===== src/design/dtp_pkg.sv =====
// Shared constants, types and helpers for the test pattern pixel unit.
package dtp_pkg;

	localparam int COORD_BITS_DEF = 12;
	localparam int DIM_W          = 13;
	localparam int MODE_W         = 2;
	localparam int REG_IDX_W      = 2;
	localparam int LVL_W          = 4;
	localparam int NUM_STEPS      = 15;
	localparam int GRAY_W         = 8;

	localparam logic [REG_IDX_W-1:0] REG_WIDTH  = 2'd0;
	localparam logic [REG_IDX_W-1:0] REG_HEIGHT = 2'd1;
	localparam logic [REG_IDX_W-1:0] REG_MODE   = 2'd2;

	localparam logic [DIM_W-1:0] WIDTH_RST  = 13'd600;
	localparam logic [DIM_W-1:0] HEIGHT_RST = 13'd800;

	localparam logic [MODE_W-1:0] MODE_BARS   = 2'd0;
	localparam logic [MODE_W-1:0] MODE_RADIAL = 2'd1;
	localparam logic [MODE_W-1:0] MODE_RST    = MODE_BARS;

	// per-stage load enables
	typedef struct packed {
		logic s1;
		logic s2;
		logic s3;
		logic s4;
	} dtp_adv_t;

	// thresholds are monotone, so the number of hits is the level
	function automatic logic [LVL_W-1:0] count_steps(input logic [NUM_STEPS-1:0] hits);
		logic [LVL_W-1:0] n;
		n = '0;
		for (int i = 0; i < NUM_STEPS; i++) begin
			n = n + LVL_W'(hits[i]);
		end
		return n;
	endfunction

endpackage


===== src/design/dtp_ctrl.sv =====
// Valid/ready control for the four-stage pixel pipeline.
module dtp_ctrl (
	input  logic             clk,
	input  logic             arst_n,
	input  logic             in_valid,
	output logic             in_ready,
	output logic             out_valid,
	input  logic             out_ready,
	output dtp_pkg::dtp_adv_t adv
);

	logic v_s1, v_s2, v_s3, v_s4;
	logic rdy1, rdy2, rdy3, rdy4;

	// a stage loads when it is empty or its content moves on
	always_comb begin
		rdy4 = !v_s4 || out_ready;
		rdy3 = !v_s3 || rdy4;
		rdy2 = !v_s2 || rdy3;
		rdy1 = !v_s1 || rdy2;
		adv.s1 = rdy1;
		adv.s2 = rdy2;
		adv.s3 = rdy3;
		adv.s4 = rdy4;
	end

	assign in_ready  = rdy1;
	assign out_valid = v_s4;

	always_ff @(posedge clk or negedge arst_n) begin
		if (!arst_n) begin
			v_s1 <= 1'b0;
			v_s2 <= 1'b0;
			v_s3 <= 1'b0;
			v_s4 <= 1'b0;
		end else begin
			if (rdy1) v_s1 <= in_valid;
			if (rdy2) v_s2 <= v_s1;
			if (rdy3) v_s3 <= v_s2;
			if (rdy4) v_s4 <= v_s3;
		end
	end

	// input only blocks when every stage holds a pixel
	a_full_when_blocked: assert property (@(posedge clk) disable iff (!arst_n)
		!in_ready |-> (v_s1 && v_s2 && v_s3 && v_s4))
		else $error("input blocked with a bubble in the pipeline");

	a_accept_lands: assert property (@(posedge clk) disable iff (!arst_n)
		(in_valid && in_ready) |=> v_s1)
		else $error("accepted pixel missing from stage 1");

	a_drain: assert property (@(posedge clk) disable iff (!arst_n)
		(out_valid && out_ready && !v_s3) |=> !out_valid)
		else $error("output repeated after transfer");

endmodule


===== src/design/dtp_bars.sv =====
// Stepped bar level: row compared against multiples of the band height.
module dtp_bars #(
	parameter int COORD_BITS = dtp_pkg::COORD_BITS_DEF
) (
	input  logic                          clk,
	input  dtp_pkg::dtp_adv_t             adv,
	input  logic [COORD_BITS-1:0]         row,
	input  logic [dtp_pkg::DIM_W-1:0]     height,
	output logic [dtp_pkg::LVL_W-1:0]     level
);

	localparam int BAND_W = dtp_pkg::DIM_W - 4;
	localparam int THW    = dtp_pkg::DIM_W;
	localparam int CW     = (THW > COORD_BITS) ? THW : COORD_BITS;
	localparam int NS     = dtp_pkg::NUM_STEPS;

	logic [BAND_W-1:0]     band_d, band_s1;
	logic [COORD_BITS-1:0] row_s1, row_s2;
	logic [THW-1:0]        thr_s2 [NS];
	logic [NS-1:0]         hits_d, hits_s3;
	logic [dtp_pkg::LVL_W-1:0] level_s4;

	always_comb begin
		band_d = height[dtp_pkg::DIM_W-1:4];
		if (band_d == '0) band_d = BAND_W'(1);
	end

	always_comb begin
		for (int k = 0; k < NS; k++) begin
			hits_d[k] = CW'(row_s2) >= CW'(thr_s2[k]);
		end
	end

	always_ff @(posedge clk) begin
		if (adv.s1) begin
			band_s1 <= band_d;
			row_s1  <= row;
		end
		if (adv.s2) begin
			row_s2 <= row_s1;
			for (int k = 0; k < NS; k++) begin
				thr_s2[k] <= THW'(band_s1) * THW'(k + 1);
			end
		end
		if (adv.s3) hits_s3 <= hits_d;
		if (adv.s4) level_s4 <= dtp_pkg::count_steps(hits_s3);
	end

	assign level = level_s4;

endmodule


===== src/design/dtp_radial.sv =====
// Radial level: squared half-pixel distance against k^2 times the squared radius.
module dtp_radial #(
	parameter int COORD_BITS = dtp_pkg::COORD_BITS_DEF
) (
	input  logic                          clk,
	input  dtp_pkg::dtp_adv_t             adv,
	input  logic [COORD_BITS-1:0]         col,
	input  logic [COORD_BITS-1:0]         row,
	input  logic [dtp_pkg::DIM_W-1:0]     width,
	input  logic [dtp_pkg::DIM_W-1:0]     height,
	output logic [dtp_pkg::LVL_W-1:0]     level
);

	localparam int DXW = (((COORD_BITS + 1) > dtp_pkg::DIM_W) ?
		(COORD_BITS + 1) : dtp_pkg::DIM_W) + 1;
	localparam int SQW = 2 * DXW - 1;
	localparam int DW  = SQW + 1;
	localparam int SCW = DW + 8;
	localparam int MW  = 2 * dtp_pkg::DIM_W + 1;
	localparam int THW = MW + 8;
	localparam int CW  = (SCW > THW) ? SCW : THW;
	localparam int NS  = dtp_pkg::NUM_STEPS;

	logic [DXW-1:0] dx_d, dy_d, dx_s1, dy_s1;
	logic [2*dtp_pkg::DIM_W-1:0] wsq, hsq;
	logic [MW-1:0]  m_d, m_s1;
	logic signed [2*DXW-1:0] dxp, dyp;
	logic [SQW-1:0] dxsq_s2, dysq_s2;
	logic [THW-1:0] thr_s2 [NS];
	logic [THW-1:0] thr_s3 [NS];
	logic [SCW-1:0] scaled_s3;
	logic [NS-1:0]  hits;
	logic [dtp_pkg::LVL_W-1:0] level_s4;

	// offsets from center in half pixels, two's complement
	always_comb begin
		dx_d = DXW'({col, 1'b0}) - DXW'(width);
		dy_d = DXW'({row, 1'b0}) - DXW'(height);
		wsq  = width * width;
		hsq  = height * height;
		m_d  = MW'(wsq) + MW'(hsq);
		if (m_d < MW'(4)) m_d = MW'(4);
	end

	assign dxp = $signed(dx_s1) * $signed(dx_s1);
	assign dyp = $signed(dy_s1) * $signed(dy_s1);

	always_comb begin
		for (int k = 0; k < NS; k++) begin
			hits[k] = CW'(thr_s3[k]) <= CW'(scaled_s3);
		end
	end

	always_ff @(posedge clk) begin
		if (adv.s1) begin
			dx_s1 <= dx_d;
			dy_s1 <= dy_d;
			m_s1  <= m_d;
		end
		if (adv.s2) begin
			dxsq_s2 <= dxp[SQW-1:0];
			dysq_s2 <= dyp[SQW-1:0];
			for (int k = 0; k < NS; k++) begin
				thr_s2[k] <= THW'(m_s1) * THW'((k + 1) * (k + 1));
			end
		end
		if (adv.s3) begin
			scaled_s3 <= SCW'(DW'(dxsq_s2) + DW'(dysq_s2)) * SCW'(225);
			thr_s3    <= thr_s2;
		end
		if (adv.s4) level_s4 <= dtp_pkg::count_steps(hits);
	end

	assign level = level_s4;

endmodule


===== src/design/display_test_pattern_pixel_unit.sv =====
// Top level of the test pattern pixel unit.
// An accepted pixel is registered in stages s1, s2, s3 and s4 in turn; out_valid rises once it reaches s4.
// Throughput: one pixel per cycle; a stalled output holds the pipeline without loss.
// Four register stages (offsets, squares and thresholds, scaling, compare and count) set latency.
// Reset clears all stage valid bits and loads width 600, height 800, bars mode.
module display_test_pattern_pixel_unit #(
	parameter int COORD_BITS = dtp_pkg::COORD_BITS_DEF
) (
	input  logic                              clk,
	input  logic                              arst_n,
	input  logic                              in_valid,
	output logic                              in_ready,
	input  logic [COORD_BITS-1:0]             col,
	input  logic [COORD_BITS-1:0]             row,
	output logic                              out_valid,
	input  logic                              out_ready,
	output logic [dtp_pkg::GRAY_W-1:0]        gray,
	input  logic                              cfg_we,
	input  logic [dtp_pkg::REG_IDX_W-1:0]     cfg_idx,
	input  logic [dtp_pkg::DIM_W-1:0]         cfg_data
);

	localparam int CHK_BIT = (COORD_BITS > 4) ? 4 : 0;

	dtp_pkg::dtp_adv_t adv;

	logic [dtp_pkg::DIM_W-1:0]  width_q, height_q;
	logic [dtp_pkg::MODE_W-1:0] mode_q;
	logic [dtp_pkg::MODE_W-1:0] mode_s1, mode_s2, mode_s3, mode_s4;
	logic chk_d, chk_s1, chk_s2, chk_s3, chk_s4;
	logic [dtp_pkg::LVL_W-1:0]  bar_lvl, rad_lvl;

	always_ff @(posedge clk or negedge arst_n) begin
		if (!arst_n) begin
			width_q  <= dtp_pkg::WIDTH_RST;
			height_q <= dtp_pkg::HEIGHT_RST;
			mode_q   <= dtp_pkg::MODE_RST;
		end else if (cfg_we) begin
			case (cfg_idx)
				dtp_pkg::REG_WIDTH:  width_q  <= cfg_data;
				dtp_pkg::REG_HEIGHT: height_q <= cfg_data;
				dtp_pkg::REG_MODE:   mode_q   <= cfg_data[dtp_pkg::MODE_W-1:0];
				default: ;
			endcase
		end
	end

	// 16-pixel checker cell parity
	assign chk_d = (COORD_BITS > 4) ? (col[CHK_BIT] ^ row[CHK_BIT]) : 1'b0;

	always_ff @(posedge clk) begin
		if (adv.s1) begin
			mode_s1 <= mode_q;
			chk_s1  <= chk_d;
		end
		if (adv.s2) begin
			mode_s2 <= mode_s1;
			chk_s2  <= chk_s1;
		end
		if (adv.s3) begin
			mode_s3 <= mode_s2;
			chk_s3  <= chk_s2;
		end
		if (adv.s4) begin
			mode_s4 <= mode_s3;
			chk_s4  <= chk_s3;
		end
	end

	dtp_ctrl u_ctrl (
		.clk       (clk),
		.arst_n    (arst_n),
		.in_valid  (in_valid),
		.in_ready  (in_ready),
		.out_valid (out_valid),
		.out_ready (out_ready),
		.adv       (adv)
	);

	dtp_bars #(
		.COORD_BITS (COORD_BITS)
	) u_bars (
		.clk    (clk),
		.adv    (adv),
		.row    (row),
		.height (height_q),
		.level  (bar_lvl)
	);

	dtp_radial #(
		.COORD_BITS (COORD_BITS)
	) u_radial (
		.clk    (clk),
		.adv    (adv),
		.col    (col),
		.row    (row),
		.width  (width_q),
		.height (height_q),
		.level  (rad_lvl)
	);

	// level * 17 is the level repeated in both nibbles
	always_comb begin
		case (mode_s4)
			dtp_pkg::MODE_BARS:   gray = {bar_lvl, bar_lvl};
			dtp_pkg::MODE_RADIAL: gray = {rad_lvl, rad_lvl};
			default:              gray = chk_s4 ? 8'hFF : 8'h00;
		endcase
	end

	a_gray_levels: assert property (@(posedge clk) disable iff (!arst_n)
		out_valid |-> (gray[7:4] == gray[3:0]))
		else $error("gray value is not a multiple of 17");

endmodule

===== config.mk =====
export PLATFORM = sky130hd
export DESIGN_NAME = display_test_pattern_pixel_unit
export DESIGN_NICKNAME = d
export VERILOG_FILES = /design/src/design/dtp_pkg.sv /design/src/design/dtp_ctrl.sv /design/src/design/dtp_bars.sv /design/src/design/dtp_radial.sv /design/src/design/display_test_pattern_pixel_unit.sv
export SDC_FILE = /design/constraint.sdc
export NUM_CORES = 2
export LEC_CHECK = 0
export BUFFER_PORTS_ARGS = -buffer_cell sky130_fd_sc_hd__buf_2
export CORE_MARGIN = 3
export CORE_UTILIZATION = 30
export CTS_CLUSTER_SIZE = 25
export DETAILED_ROUTE_END_ITERATION = 7
export GPL_ROUTABILITY_DRIVEN = 1
export SYNTH_ARGS = -nofsm -noshare
export SYNTH_HDL_FRONTEND = slang
export SYNTH_HIERARCHICAL = 1
export SYNTH_SLANG_ARGS = --single-unit

===== constraint.sdc =====
create_clock -name clk -period 7.7 [get_ports clk]
set_input_delay 1.54 -clock clk [delete_from_list [all_inputs] [get_ports clk]]
set_output_delay 1.54 -clock clk [all_outputs]
set_load 0.1 [all_outputs]

==> reports/qor_table.md <==
| Parameter | Reported | Unit |
|---|---|---|
| Most frequent cell after synthesis | inv_1 | - |
| Syn Nets | 10580 | - |
| Detailed-router iteration count before antenna repair | 5 | - |
| Shortest clock period the worst path allows after layout | 7.502 | ns |
| Std-Cell Rows | 196 | - |
| Total clock buffers created by CTS | 93 | - |
| CP max stage delay | 0.61 | ns |
| Core region area | 286400 | µm² |
| Top post-synthesis cells by count | 1623 x inv_1, 1545 x ha_1, 899 x fa_1, 750 x edfxtp_1, 384 x a21oi_1 | - |
| Area of the die | 295800 | µm² |
| P&R area growth vs syn | 11.78 | % |
| Leading post-synthesis cells by cell area | edfxtp_1 26%, ha_1 22%, fa_1 21% | - |
| Area taken by flip-flops and latches | 23330 | µm² |
| Outcome | finished clean | - |
| Fin area | 97020 | µm² |
| Number of DRC violations after detailed-routing iteration 0 | 3573 | - |
| Share of Yosys cell area claimed by the top area cell type | 25.95 | % |
| Data required time of the worst path | 8.15 | ns |
| Fraction of final layout cells sized beyond drive strength 1 | 7.512 | % |
| Number of warnings issued by yosys | 6 | - |
| Slew Viols, Final | 0 | - |
| H-Tree Depth | 3 | - |
| DRT antenna net count | 0 | - |
| Number of global-route vias before repair | 63850 | - |
| Final total negative setup slack | 0 | ns |
| Maximum buffer depth of the clock tree | 3 | - |
| Max-Slew Margin vs Limit | 19.94 | % |
| Achievable clock frequency | 0.1333 | GHz |
| Final hold violation count | 0 | - |
| Overflow left after global routing | 0 | - |
| Post-detailed-placement cell area | 93520 | µm² |
| Post-Synthesis Cell Area | 86790 | µm² |
| Classification of the worst setup path | flop to flop | - |
| Routability cong. | 0.9187 | - |
| Fill cell count | 28690 | - |
| Sum of routed wire length over all layers | 237800 | µm |
| Detail-routed via count per cell | 4.883 | - |
| Quantity of hold-fixing buffers added after cts | 0 | - |
| Setup violations, final | 0 | - |
| Critical-path maximum fanout | 8 | - |
| Hold/Removal Path Class | flop to flop | - |
| Data arrival time of the critical path | 7.95 | ns |
| CTS Root Cell | clkbuf_16 | - |
| Number of flops mapped to enable cells by yosys | 750 | - |
| Number of sinks handled by clock tree synthesis | 782 | - |
| Initial antenna violation count | 9 | - |
| Cell taking the most area after synthesis | edfxtp_1 | - |
| Die extent in y | 543.9 | µm |
| Synth unique cells | 86 | - |
| Async set-or-reset flop fraction in the synthesized netlist | 4.092 | % |
| Max Clock Skew | 0.08032 | ns |
| Maximum capacitance violations | 0 | - |
| DR DRC count | 0 | - |
| Startpoint Class | flop | - |
| Die Wd | 543.9 | µm |
| Multi-input gate area in the final layout | 57190 | µm² |
| Most frequently used flop master after synthesis | edfxtp_1 | - |
| Slowest-stage cell, CP | fa_1 | - |
| Vias | 59980 | - |
| Count of buffers inserted at the top-level ports | 53 | - |
| Worst-Margin Slew | 1.201 | ns |
| #FFs+latches synth | 782 | - |
| Post-synthesis average cell area | 10.73 | µm² |
| Detail-routed net length per standard cell | 19.36 | µm |
| Sequential-to-total area share from yosys stat | 26.88 | % |
| Wire length of the first global-routing pass | 370100 | µm |
| Post-route clock period utilization | 97.42 | % |
| Worst Setup End Kind | flop | - |
| Top-Level Pins | 54 | - |
| Maximum number of pins on one net before global-route repair | 151 | - |
| Clock transition time at the flip-flop clock pins of the worst setup and hold paths | 0.07 | ns |
| Number of nets in the finished design | 10930 | - |
| Number of standard cells after synthesis | 8092 | - |
| Setup repair after global routing missed its margin | true | - |
| Most frequent cell on the critical path | fa_1 | - |
| Clock tree from TritonCTS | done | - |
| Insertion delay to the later sink of the worst-skew pair | 0.76 | ns |
| Combined global-route utilization of all metal layers | 16.13 | % |
| Detailed-placement wirelength estimate | 195200 | µm |
| Starting Density | 30.30 | % |
-- routing by layer --
metal  track usage, %  vias to the layer above  routed length (µm)
li1                 -                    28220                   -
met1            21.53                    29910              105900
met2            27.12                     1441              111700
met3            2.000                      397               12240
met4            5.128                        6                7978
met5                0                        -                  41
-- timing repair --
action                                  in CTS  in global routing
pin swaps                                    4                 28
endpoints found under the setup margin       3                  4
resized for setup                            9                 59
buffers inserted                             0                 18
-- cells by family after synthesis --
kind of cell	synth area share, %
flops	26.88
fa+ha+maj	43.01
xor+xnor	3.724
buf+inv	7.479
mux	0.5911
simple gates	7.868
compound gates	10.45
-- layout make-up --
cell class,instances,area share [%]
multi-input cells,5592,58.94
clock buffers,117,2.512
inverters,1632,6.318
well taps,3762,4.852
flip-flops and latches,782,24.05
diodes,1,0.002579
repair buffers,343,2.627
clock inverters,54,0.6951
-- metrics by stage --
step / instances / hold WS (ns) / setup slack (ns) / util [%]
2_1_floorplan: 8092 / 0.4003 / 0.04898 / -
6_report: 12280 / 0.3587 / 0.1983 / 33.87
3_5_place_dp: 12090 / 0.4045 / -0.2695 / 32.65
5_1_grt: 12280 / 0.3707 / -0.02798 / 33.87
3_3_place_gp: 12090 / 0.4006 / -0.4671 / 32.65
4_1_cts: 12260 / 0.3609 / 0.003984 / 33.75
-- worst paths after layout --
path	start	endpoint	slack, ns	cells past startpoint
setup / recovery	height_q[5]	u_radial/m_s1[1]	0.20	28
hold / removal	u_radial/thr_s2[508]	u_radial/thr_s3[269]	0.36	0
setup reg to reg	height_q[5]	u_radial/m_s1[1]	0.20	28
hold reg to reg	u_radial/thr_s2[508]	u_radial/thr_s3[269]	0.36	0
max in group asynchronous	arst_n	width_q[5]	5.95	1
min in group asynchronous	arst_n	width_q[11]	1.03	1
-- worst max-delay path: cells and delay by family (launching register included) --
family                   cells  cell delay [ns]
AO/OA/AOI/OAI                1             0.24
XOR/XNOR                     3             0.48
adder cells (fa/ha/maj)      7             3.53
buffers and inverters        9             0.91
flip-flops                   1             0.58
AND/OR/NAND/NOR              8             1.46
-- state kept, by name (all words and copies together), names as in the netlist, 15 cells and up --
| signal | cells |
|---|---|
| u_bars/thr_s2 | 79 |
| u_radial/dxsq_s2 | 26 |
| u_radial/thr_s2 | 230 |
| u_radial/thr_s3 | 230 |
| u_radial/dysq_s2 | 26 |
| u_radial/m_s1 | 27 |
| u_bars/hits_s3 | 15 |
| u_radial/scaled_s3 | 36 |
-- placed cells by master (no fill, tap or decap), types with 15 or more instances in the layout --
cell type / instances
inv_1: 1614
ha_1: 1540
fa_1: 891
edfxtp_1: 750
a21oi_1: 383
nor2_1: 342
a21o_1: 334
nand2_1: 294
buf_4: 278
xnor2_1: 273
o21ai_0: 214
and2_1: 137
nand4_1: 112
xor2_1: 95
clkbuf_16: 93
nor3_1: 79
nor2b_1: 77
nand3_1: 68
nand2b_1: 68
o21a_1: 59
o21bai_1: 56
buf_2: 53
a31oi_1: 44
and3_1: 44
mux2_2: 42
a211oi_1: 36
a21boi_0: 28
o211ai_1: 27
o31ai_1: 25
dfrtp_1: 24
clkbuf_1: 22
or2_2: 22
or3_1: 16
nor4_1: 15
Power is not shown: default switching activity piles up to over one toggle a cycle in this logic, so the estimate is an artifact.
